==> config.mk <==
export PLATFORM = sky130hd
export DESIGN_NAME = linear_probe_hash_table
export DESIGN_NICKNAME = d
export VERILOG_FILES = /design/src/hdl/lphash_pkg.sv /design/src/hdl/lphash_ram.sv /design/src/hdl/lphash_ctrl.sv /design/src/hdl/lphash_dp.sv /design/src/hdl/linear_probe_hash_table.sv
export SDC_FILE = /design/constraint.sdc
export NUM_CORES = 1
export LEC_CHECK = 0
export ABC_AREA = 1
export BUFFER_PORTS_ARGS = -buffer_cell sky130_fd_sc_hd__buf_2
export CELL_PAD_IN_SITES_DETAIL_PLACEMENT = 0
export CELL_PAD_IN_SITES_GLOBAL_PLACEMENT = 1
export CORE_ASPECT_RATIO = 1.4
export CORE_MARGIN = 1.5
export CORE_UTILIZATION = 30
export DETAILED_ROUTE_END_ITERATION = 7
export GPL_ROUTABILITY_DRIVEN = 0
export PLACE_DENSITY_LB_ADDON = 0.2
export SLEW_MARGIN = 20
export SYNTH_ARGS = -nofsm -noshare
export SYNTH_HDL_FRONTEND = slang
export SYNTH_HIERARCHICAL = 1
export SYNTH_SLANG_ARGS = --single-unit
==> constraint.sdc <==
create_clock -name clk -period 5.3 [get_ports clk]
set_input_delay 0 -clock clk [delete_from_list [all_inputs] [get_ports clk]]
set_output_delay 0 -clock clk [all_outputs]
set_load 0.02 [all_outputs]
==> src/hdl/lphash_pkg.sv <==
// lphash_pkg: shared types, codes and sizes of the linear probing hash table
// used by lphash_ctrl, lphash_dp and linear_probe_hash_table
`timescale 1ns / 1ps
`default_nettype none

package lphash_pkg;

    localparam int SLOTS         = 16;
    localparam int KEY_BITS      = 31;
    localparam int SLOT_BITS     = $clog2(SLOTS);
    localparam int CNT_BITS      = SLOT_BITS + 1;
    localparam int CFG_BITS      = 5;
    localparam int CFG_RESET     = 10;
    localparam int OUT_SLOT_BITS = 4;
    localparam int MOD_STEPS     = (KEY_BITS + 1) / 2;
    localparam int DIV_BITS      = 2 * MOD_STEPS;
    localparam int STEP_BITS     = $clog2(MOD_STEPS);

    localparam logic [1:0] CMD_INSERT = 2'd0;
    localparam logic [1:0] CMD_SEARCH = 2'd1;
    localparam logic [1:0] CMD_DELETE = 2'd2;
    localparam logic [1:0] CMD_UNUSED = 2'd3;

    localparam logic [1:0] MARK_EMPTY = 2'd0;
    localparam logic [1:0] MARK_USED  = 2'd1;
    localparam logic [1:0] MARK_GONE  = 2'd2;

    localparam logic [1:0] STATUS_OK      = 2'd0;
    localparam logic [1:0] STATUS_MISSING = 2'd1;
    localparam logic [1:0] STATUS_FULL    = 2'd2;

    // controller to datapath
    typedef struct packed {
        logic       load_item;
        logic       mod_step;
        logic       probe_start;
        logic       probe_next;
        logic       ins_write;
        logic       del_write;
        logic       res_load;
        logic [1:0] res_status;
        logic       out_load;
    } ctrl_cmd_t;

    // datapath to controller
    typedef struct packed {
        logic [1:0] op;
        logic       mod_last;
        logic       lap_last;
        logic       slot_free;
        logic       slot_empty;
        logic       key_hit;
    } dp_stat_t;

endpackage

`default_nettype wire

==> src/hdl/lphash_ram.sv <==
// lphash_ram: generic single write port, single read port ram
// registered read data, no dependencies
`timescale 1ns / 1ps
`default_nettype none

module lphash_ram #(
    parameter int WIDTH = 8,
    parameter int DEPTH = 16
) (
    input  wire logic                     clk,
    input  wire logic                     we,
    input  wire logic [$clog2(DEPTH)-1:0] waddr,
    input  wire logic [WIDTH-1:0]         wdata,
    input  wire logic [$clog2(DEPTH)-1:0] raddr,
    output logic      [WIDTH-1:0]         rdata
);

    logic [WIDTH-1:0] mem [DEPTH];

    always_ff @(posedge clk)
    begin
        if (we)
        begin
            mem[waddr] <= wdata;
        end
        rdata <= mem[raddr];
    end

endmodule

`default_nettype wire

==> src/hdl/lphash_ctrl.sv <==
// lphash_ctrl: sequencer for modulo, probe and result hand-off
// depends on lphash_pkg
`timescale 1ns / 1ps
`default_nettype none

module lphash_ctrl
    import lphash_pkg::*;
(
    input  wire logic      clk,
    input  wire logic      rst_n,
    input  wire logic      in_valid,
    output logic           in_ready,
    output logic           out_valid,
    input  wire logic      out_ready,
    input  wire dp_stat_t  stat,
    output ctrl_cmd_t      cmd
);

    typedef enum logic [5:0] {
        S_IDLE  = 6'b000001,
        S_MOD   = 6'b000010,
        S_HOME  = 6'b000100,
        S_READ  = 6'b001000,
        S_CHECK = 6'b010000,
        S_DONE  = 6'b100000
    } state_t;

    state_t state_reg, state_next;
    logic   out_valid_reg, out_valid_next;

    assign in_ready  = (state_reg == S_IDLE);
    assign out_valid = out_valid_reg;

    always_comb
    begin
        state_next     = state_reg;
        out_valid_next = out_valid_reg;
        cmd            = '0;
        cmd.res_status = STATUS_MISSING;
        if (out_valid_reg && out_ready)
        begin
            out_valid_next = 1'b0;
        end
        case (state_reg)
            S_IDLE:
            begin
                if (in_valid)
                begin
                    cmd.load_item = 1'b1;
                    state_next    = S_MOD;
                end
            end
            S_MOD:
            begin
                cmd.mod_step = 1'b1;
                if (stat.mod_last)
                begin
                    state_next = S_HOME;
                end
            end
            S_HOME:
            begin
                cmd.probe_start = 1'b1;
                if (stat.op == CMD_UNUSED)
                begin
                    cmd.res_load = 1'b1;
                    state_next   = S_DONE;
                end
                else
                begin
                    state_next = S_READ;
                end
            end
            S_READ:
            begin
                state_next = S_CHECK;
            end
            S_CHECK:
            begin
                state_next = S_DONE;
                cmd.res_load = 1'b1;
                if (stat.op == CMD_INSERT)
                begin
                    if (stat.slot_free)
                    begin
                        cmd.ins_write  = 1'b1;
                        cmd.res_status = STATUS_OK;
                    end
                    else if (stat.lap_last)
                    begin
                        cmd.res_status = STATUS_FULL;
                    end
                    else
                    begin
                        cmd.res_load   = 1'b0;
                        cmd.probe_next = 1'b1;
                        state_next     = S_READ;
                    end
                end
                else
                begin
                    if (stat.slot_empty)
                    begin
                        cmd.res_status = STATUS_MISSING;
                    end
                    else if (stat.key_hit)
                    begin
                        cmd.res_status = STATUS_OK;
                        cmd.del_write  = (stat.op == CMD_DELETE);
                    end
                    else if (stat.lap_last)
                    begin
                        cmd.res_status = STATUS_MISSING;
                    end
                    else
                    begin
                        cmd.res_load   = 1'b0;
                        cmd.probe_next = 1'b1;
                        state_next     = S_READ;
                    end
                end
            end
            S_DONE:
            begin
                // wait for the output register to free up
                if (!out_valid_reg || out_ready)
                begin
                    cmd.out_load   = 1'b1;
                    out_valid_next = 1'b1;
                    state_next     = S_IDLE;
                end
            end
            default:
            begin
                state_next = S_IDLE;
            end
        endcase
    end

    always_ff @(posedge clk or negedge rst_n)
    begin
        if (!rst_n)
        begin
            state_reg     <= S_IDLE;
            out_valid_reg <= 1'b0;
        end
        else
        begin
            state_reg     <= state_next;
            out_valid_reg <= out_valid_next;
        end
    end

endmodule

`default_nettype wire

==> src/hdl/lphash_dp.sv <==
// lphash_dp: slot count register, two bit per cycle modulo, probe pointer,
// slot marks, key ram and result registers; depends on lphash_pkg, lphash_ram
`timescale 1ns / 1ps
`default_nettype none

module lphash_dp
    import lphash_pkg::*;
(
    input  wire logic                     clk,
    input  wire logic                     rst_n,
    input  wire logic                     cfg_wen,
    input  wire logic [CFG_BITS-1:0]      cfg_wdata,
    input  wire logic [1:0]               in_cmd,
    input  wire logic [KEY_BITS-1:0]      in_key,
    input  wire ctrl_cmd_t                cmd,
    output dp_stat_t                      stat,
    output logic [1:0]                    out_status,
    output logic [OUT_SLOT_BITS-1:0]      out_slot
);

    logic [CFG_BITS-1:0]      slots_reg;
    logic [1:0]               op_reg;
    logic [KEY_BITS-1:0]      key_reg;
    logic [DIV_BITS-1:0]      div_reg, div_next;
    logic [SLOT_BITS-1:0]     rem_reg, rem_next;
    logic [STEP_BITS-1:0]     step_reg;
    logic [SLOT_BITS-1:0]     at_reg, at_next;
    logic [SLOT_BITS-1:0]     probe_reg;
    logic [1:0]               res_status_reg;
    logic [SLOT_BITS-1:0]     res_slot_reg;
    logic [1:0]               out_status_reg;
    logic [OUT_SLOT_BITS-1:0] out_slot_reg;
    logic [1:0]               mark_reg [SLOTS];
    logic [CNT_BITS-1:0]      n_eff;
    logic [CNT_BITS-1:0]      r1, r2, r1_sub;
    logic [CNT_BITS-1:0]      at_inc;
    logic [KEY_BITS-1:0]      ram_rdata;
    logic [1:0]               cur_mark;

    // clamp the slot count into 1..SLOTS
    always_comb
    begin
        if (slots_reg == '0)
        begin
            n_eff = CNT_BITS'(1);
        end
        else if (CNT_BITS'(slots_reg) > CNT_BITS'(SLOTS))
        begin
            n_eff = CNT_BITS'(SLOTS);
        end
        else
        begin
            n_eff = CNT_BITS'(slots_reg);
        end
    end

    // two restoring steps of key mod n per cycle
    always_comb
    begin
        r1       = {rem_reg, div_reg[DIV_BITS-1]};
        r1_sub   = (r1 >= n_eff) ? (r1 - n_eff) : r1;
        r2       = {r1_sub[SLOT_BITS-1:0], div_reg[DIV_BITS-2]};
        rem_next = (r2 >= n_eff) ? SLOT_BITS'(r2 - n_eff) : r2[SLOT_BITS-1:0];
        div_next = {div_reg[DIV_BITS-3:0], 2'b00};
    end

    always_comb
    begin
        at_inc  = CNT_BITS'(at_reg) + CNT_BITS'(1);
        at_next = (at_inc >= n_eff) ? '0 : at_inc[SLOT_BITS-1:0];
    end

    assign cur_mark = mark_reg[at_reg];

    assign stat.op         = op_reg;
    assign stat.mod_last   = (step_reg == STEP_BITS'(MOD_STEPS - 1));
    assign stat.lap_last   = (CNT_BITS'(probe_reg) == (n_eff - CNT_BITS'(1)));
    assign stat.slot_free  = (cur_mark != MARK_USED);
    assign stat.slot_empty = (cur_mark == MARK_EMPTY);
    assign stat.key_hit    = (cur_mark == MARK_USED) && (ram_rdata == key_reg);

    lphash_ram #(
        .WIDTH (KEY_BITS),
        .DEPTH (SLOTS)
    ) u_key_ram (
        .clk   (clk),
        .we    (cmd.ins_write),
        .waddr (at_reg),
        .wdata (key_reg),
        .raddr (at_reg),
        .rdata (ram_rdata)
    );

    always_ff @(posedge clk or negedge rst_n)
    begin
        if (!rst_n)
        begin
            slots_reg <= CFG_BITS'(CFG_RESET);
            for (int i = 0; i < SLOTS; i++)
            begin
                mark_reg[i] <= MARK_EMPTY;
            end
        end
        else
        begin
            if (cfg_wen)
            begin
                slots_reg <= cfg_wdata;
            end
            if (cmd.ins_write)
            begin
                mark_reg[at_reg] <= MARK_USED;
            end
            else if (cmd.del_write)
            begin
                mark_reg[at_reg] <= MARK_GONE;
            end
        end
    end

    always_ff @(posedge clk)
    begin
        if (cmd.load_item)
        begin
            op_reg   <= in_cmd;
            key_reg  <= in_key;
            div_reg  <= DIV_BITS'(in_key);
            rem_reg  <= '0;
            step_reg <= '0;
        end
        if (cmd.mod_step)
        begin
            div_reg  <= div_next;
            rem_reg  <= rem_next;
            step_reg <= step_reg + STEP_BITS'(1);
        end
        if (cmd.probe_start)
        begin
            at_reg    <= rem_reg;
            probe_reg <= '0;
        end
        if (cmd.probe_next)
        begin
            at_reg    <= at_next;
            probe_reg <= probe_reg + SLOT_BITS'(1);
        end
        if (cmd.res_load)
        begin
            res_status_reg <= cmd.res_status;
            res_slot_reg   <= (cmd.res_status == STATUS_OK) ? at_reg : '0;
        end
        if (cmd.out_load)
        begin
            out_status_reg <= res_status_reg;
            out_slot_reg   <= OUT_SLOT_BITS'(res_slot_reg);
        end
    end

    assign out_status = out_status_reg;
    assign out_slot   = out_slot_reg;

endmodule

`default_nettype wire

==> src/hdl/linear_probe_hash_table.sv <==
// linear_probe_hash_table: top level, controller plus datapath
// depends on lphash_pkg, lphash_ctrl, lphash_dp, lphash_ram
//
//  channel    | dir | signals                  | beat holds
//  -----------+-----+--------------------------+-------------------------------
//  s_axis     | in  | s_tvalid s_tready s_tdata| cmd, key
//  m_axis     | out | m_tvalid m_tready m_tdata| status, slot_index
//  cfg        | in  | cfg_wen cfg_wdata        | slots_in_use
//
// an item passes through accept, the modulo steps (two quotient bits a cycle),
// the home step, a read and a check per probed slot (key ram registered read)
// and the hand-off; the number of probed slots runs from 1 to the clamped slot
// count, and an unused command skips the probes
// one item is in flight at a time; a finished result waits in the output
// register while the next beat is accepted
// reset clears all slot marks at once, slot count resets to 10
`timescale 1ns / 1ps
`default_nettype none

module linear_probe_hash_table
    import lphash_pkg::*;
(
    input  wire logic                clk,
    input  wire logic                rst_n,
    input  wire logic                s_tvalid,
    output logic                     s_tready,
    input  wire logic [39:0]         s_tdata,   // cmd[1:0], key[32:2], zero pad
    output logic                     m_tvalid,
    input  wire logic                m_tready,
    output logic [7:0]               m_tdata,   // status[1:0], slot_index[5:2], zero pad
    input  wire logic                cfg_wen,
    input  wire logic [CFG_BITS-1:0] cfg_wdata
);

    ctrl_cmd_t                cmd;
    dp_stat_t                 stat;
    logic [1:0]               out_status;
    logic [OUT_SLOT_BITS-1:0] out_slot;

    lphash_ctrl u_ctrl (
        .clk       (clk),
        .rst_n     (rst_n),
        .in_valid  (s_tvalid),
        .in_ready  (s_tready),
        .out_valid (m_tvalid),
        .out_ready (m_tready),
        .stat      (stat),
        .cmd       (cmd)
    );

    lphash_dp u_dp (
        .clk        (clk),
        .rst_n      (rst_n),
        .cfg_wen    (cfg_wen),
        .cfg_wdata  (cfg_wdata),
        .in_cmd     (s_tdata[1:0]),
        .in_key     (s_tdata[KEY_BITS+1:2]),
        .cmd        (cmd),
        .stat       (stat),
        .out_status (out_status),
        .out_slot   (out_slot)
    );

    assign m_tdata = {2'b00, out_slot, out_status};

    // a failed operation never reports a slot
    assert property (@(posedge clk) disable iff (!rst_n)
        (m_tvalid && (m_tdata[1:0] != STATUS_OK)) |-> (m_tdata[5:2] == '0))
        else $error("nonzero slot_index with failing status");

    // status code 3 is never produced
    assert property (@(posedge clk) disable iff (!rst_n)
        m_tvalid |-> (m_tdata[1:0] != 2'd3))
        else $error("undefined status code on output");

    // after a beat is taken the block is busy in the next cycle
    assert property (@(posedge clk) disable iff (!rst_n)
        (s_tvalid && s_tready) |=> !s_tready)
        else $error("input accepted while an item is in flight");

    // if no result is waiting at an accept, none is shown in the cycle right after it
    assert property (@(posedge clk) disable iff (!rst_n)
        (s_tvalid && s_tready && !m_tvalid) |=> !m_tvalid)
        else $error("result appeared before the item was processed");

endmodule

`default_nettype wire
== Word-level counts from Yosys, hierarchy flattened ==
Memories as Yosys holds them, arrays and structs flattened. A register that Yosys moved wholly into a read port is not among the register bits.
Index checks and enable logic that the tools add are counted.
Storage, ports and cells
  memory bits (writable): 496
  memories kept: 1
  register bits: 137
  output and inout bits: 10
  input port bits: 50
Operators by class
  add/sub/neg operators: 6
  order comparisons: 6
  muxes and demuxes: 64
  bitwise gates (word level): 7
  equality and inequality tests: 16
  reduce and logical (&&, ||, !) cells: 13
Memories
  u_dp.u_key_ram.mem: words 16, width 31, read ports 1, clocked after memory_dff 1, write ports 1, RTL line lphash_ram.sv:18  | logic [WIDTH-1:0] mem [DEPTH];
Operators with widths (count)
  32-bit two-way mux: 4
  6-bit two-way mux: 9
  4-bit two-way mux: 10
  6-bit one-hot mux with 6 select lines: 1
  16-bit bitwise AND: 2
  16-bit inverter: 2
  16-bit OR: 2
  31-bit equality test: 1
  1-bit two-way mux: 25
  2-bit two-way mux: 8
  5-bit greater-or-equal comparator: 3
  5-bit two-way mux: 2
  4-bit by 1-bit adder with 4-bit output, second input constant: 2
  2-bit binary-select mux with 4-bit select: 1
  2-bit demux with 4-bit select: 1
  4-bit subtractor: 2
  6-bit by 1-bit equality test with 1-bit output, second input constant: 1
  6-bit by 2-bit equality test with 1-bit output, second input constant: 1
  6-bit by 3-bit equality test with 1-bit output, second input constant: 1
  6-bit by 4-bit equality test with 1-bit output, second input constant: 1
  6-bit by 5-bit equality test with 1-bit output, second input constant: 1
  6-bit equality test, second input constant: 1
  2-bit logical NOT: 3
  3-bit two-way mux: 2
  19 further kinds: 26

== Depth between registers and ports, before layout ==
  depth after elaboration: 12
  gate-level depth with buffers: 21

== Hierarchy ==
The synthesis kept the hierarchy.
By module, submodules not included
  lphash_ram: cells each 2054, instances 1, sequential area each 15514.9 um^2, area each 22026.1 um^2
  lphash_dp: cells each 726, instances 1, sequential area each 3701.0 um^2, area each 6661.4 um^2
  lphash_ctrl: cells each 77, instances 1, sequential area each 176.4 um^2, area each 518.0 um^2
  linear_probe_hash_table: cells each 3, instances 1, sequential area each 0.0 um^2, area each 18.8 um^2

== Least setup slack after synthesis ==
Ideal clock, no wire load.
  kind: register -> register
  start point: reg u_dp.at_reg[0]
  end point: mem u_dp/u_key_ram/mem[12][0] (netlist name), enable pin
  cell stages (with the launch flop): 14
  slack: 1.506 ns
  arrival time: 3.375 ns
  data required time: 4.881 ns
  path buffers: 2
  clock period less this slack: 3.794 ns
  cell sequence: edfxtp_1 buf_6 buf_6 o21ai_0 nand2_1 nand2_1 nand2_1 nand2_1 nor2_2 nand2_2 inv_1 nor3_1 nand3_1 nor2_1
RTL lines
  from (decl): RTL line lphash_dp.sv:27  | logic [SLOT_BITS-1:0] at_reg, at_next;
  from (signal assigned): RTL line lphash_dp.sv:139  | at_reg <= rem_reg;
  from (signal assigned): RTL line lphash_dp.sv:144  | at_reg <= at_next;
  to (decl): RTL line lphash_ram.sv:18

==> impl_metrics.json <==
{
  "power_density_nw_per_um2": 398.7,
  "drv_slew": 0,
  "grt_overflow_total": 0,
  "path_cells": "inv_8 -> nand2_1 -> nand3_1 -> nand2_1 -> nand2_1 -> nand2_1 -> nor2_2 -> nand2_2 -> inv_1 -> nor3_2 -> nand3_1 -> nor2_4 -> buf_4",
  "place_hpwl_um": 43550,
  "fin_hold_ws_ns": 0.09220,
  "clk_pin_slew_ns": 0.06,
  "final.setup_skew_ns": 0.02674,
  "slowest_delay_ns": 1.06,
  "synthTopCellsByCount": "nand2_1 (885), edfxtp_1 (587), inv_1 (490), nand3_1 (440), nor2_1 (80)",
  "synth.cell_area_um2": 29220,
  "ios": 60,
  "max_slew_margin_pct": 27.49,
  "hold_path.class": "in2reg",
  "wl_per_cell_um": 17.27,
  "num_rows": 135,
  "startpoint_type": "register",
  "startpoint": "u_dp/at_reg[0]",
  "grt_max_degree": 156,
  "ys_seq_area_share_pct": 66.36,
  "cts_tree": "yes",
  "clock_path_buffers": 3,
  "synth_edf_count": 587,
  "fp.dieW_um": 266.8,
  "fin_util_pct": 34.66,
  "io_buffer_count": 50,
  "synth.area.top_cells": "edfxtp_1 (60%), nand2_1 (11%), nand3_1 (7.5%)",
  "async_reset_ff_share_pct": 6.627,
  "worst_slew_pin_slew_ns": 1.088,
  "hold_viol": 0,
  "largest_reg_flops": 496,
  "die_area_um2": 99320,
  "cap_violations": 0,
  "grt_usage_pct": 15.26,
  "vias": 19260,
  "ys_seq_elements": 664,
  "drc": 0,
  "cts_sinks": 664,
  "ys.flop_type": "edfxtp_1",
  "syn_inst": 2860,
  "cp.required_ns": 5.60,
  "first_global_vias": 19170,
  "crit_arrival_ns": 4.62,
  "postCtsSetupRepairBufs": 0,
  "finalSetupTns_ns": 0,
  "antenna_found_initial": 0,
  "cts_buffers": 69,
  "cp_common_cell": "nand2_1",
  "synth_area_leader_cell": "edfxtp_1",
  "detail-route-antenna-nets": 0,
  "area_growth_pct": 14.60,
  "critical_path_class": "reg2reg",
  "synth_most_common_cell": "nand2_1",
  "max_clock_freq_mhz": 231.2,
  "grt_pass1_wl_um": 114900,
  "worst-path-max-fanout": 21,
  "first_pass_iters": 5,
  "fin_crit_ns": 4.325,
  "routed_wl_um": 74460,
  "rsz0062_at_grt": "false",
  "yosys_warnings": 6,
  "fp.dieH_um": 372.3,
  "final_nets": 3033,
  "drive_gt1_share_pct": 8.173,
  "r2r_start": "u_dp/at_reg[0]",
  "core_region_area_um2": 96620,
  "syn_avg_cell_area_um2": 10.22,
  "synth_top_area_share_pct": 60.32,
  "drtIter0Drc": 1108,
  "setup_viol": 0,
  "crit_slowest_cell": "edfxtp_1",
  "antenna_cells": 0,
  "peakVddDrop_mv": 0.3508,
  "outcome": "complete, no violations",
  "insertion_delay_ns": 0.63,
  "cts_root_buf": "clkbuf_16",
  "end_kind": "register",
  "htree_levels": 3,
  "finalCritPeriodShare_pct": 81.61,
  "ys_types": 47,
  "avgViaCountPerCell": 4.468,
  "initial_core_util_pct": 30.25,
  "leakage_nw": 14.15,
  "holdCritStartpoint": "s_tdata[1]"
}
-- metal layers --
metal	vias to the layer above	GRT usage (%)	wire length, um
li1	9416	-	-
met1	9439	18.86	32140
met2	324	27.56	38170
met3	83	2.107	2704
met4	0	4.349	1436
met5	-	0	0
-- stage by stage --
| step | power (W) | cell area, um^2 | setup WS (ns) | std cells |
|---|---|---|---|---|
| 2_1_floorplan | 0.008041 | 29230 | 1.506 | 2861 |
| 3_3_place_gp | 0.008778 | 30870 | 1.121 | 4139 |
| 3_5_place_dp | 0.008825 | 30890 | 0.9501 | 4140 |
| 4_1_cts | 0.01357 | 33480 | 0.9518 | 4310 |
| 5_1_grt | 0.01403 | 33490 | 0.7684 | 4311 |
| 6_report | 0.01335 | 33490 | 0.9748 | 4311 |
-- worst max-delay path, delay by kind of cell (launching register included) --
kind / cells / cell delay, ns
AND/OR/NAND/NOR: 10 / 2.28
flip-flops: 1 / 1.06
buffers and inverters: 3 / 0.60
-- logic make-up after synthesis --
group	after synthesis	synth area share (%)
mux	3	0.1156
flops	664	66.36
buf+inv	627	9.261
other cells	1	0.01283
simple gates	1445	20.91
xor+xnor	32	1.006
fa+ha+maj	24	1.079
compound gates	64	1.263
-- area by class of cell --
class	count	area, um^2
sequential	664	19390
inverter	506	1917
clock buffer	105	1944
clock inverter	17	161.4
timing repair buffer	148	1186
multi-input combinational	1570	7262
tap	1301	1628
fill	9865	63130
-- where the power goes --
part	total (W)	switching [W]	leakage, nW	internal (W)
Clock	0.00465	0.00198	1.02	0.00267
Combinational	0.00214	0.00148	6.93	0.000664
Sequential	0.00655	0.000285	6.20	0.00627
-- placed cells by master, fill, tap and decap left out, types with 11 or more instances in the layout --
cell type and n:
nand2_1 885, edfxtp_1 587, inv_1 489, nand3_1 440, clkbuf_16 71, nor2_1 63, dlygate4sd3_1 49, buf_2 49
buf_4 44, dfrtp_1 41, dfxtp_1 33, clkbuf_1 30, xnor2_1 28, ha_1 22, o21ai_0 21, nor2_4 20
a21oi_1 19, inv_2 13, nand4_1 11
-- final timing paths --
kind	end	slack, ns	cells after the start
hold / removal	u_dp/op_reg[1]	0.09	2
setup / recovery	u_dp/u_key_ram/mem[12][9]	0.97	13
min in group asynchronous	async pin	0.47	3
setup reg to reg	u_dp/u_key_ram/mem[12][9]	0.97	13
hold reg to reg	u_dp/out_slot[2]	0.42	0
max in group asynchronous	u_ctrl/state_reg[1]	4.40	3
-- repair_timing --
action	CTS	global route
hold buffers	48	1
resized for setup	0	0
endpoints found under the hold margin	121	41
Note: power is estimated with default switching activity, not from simulation.
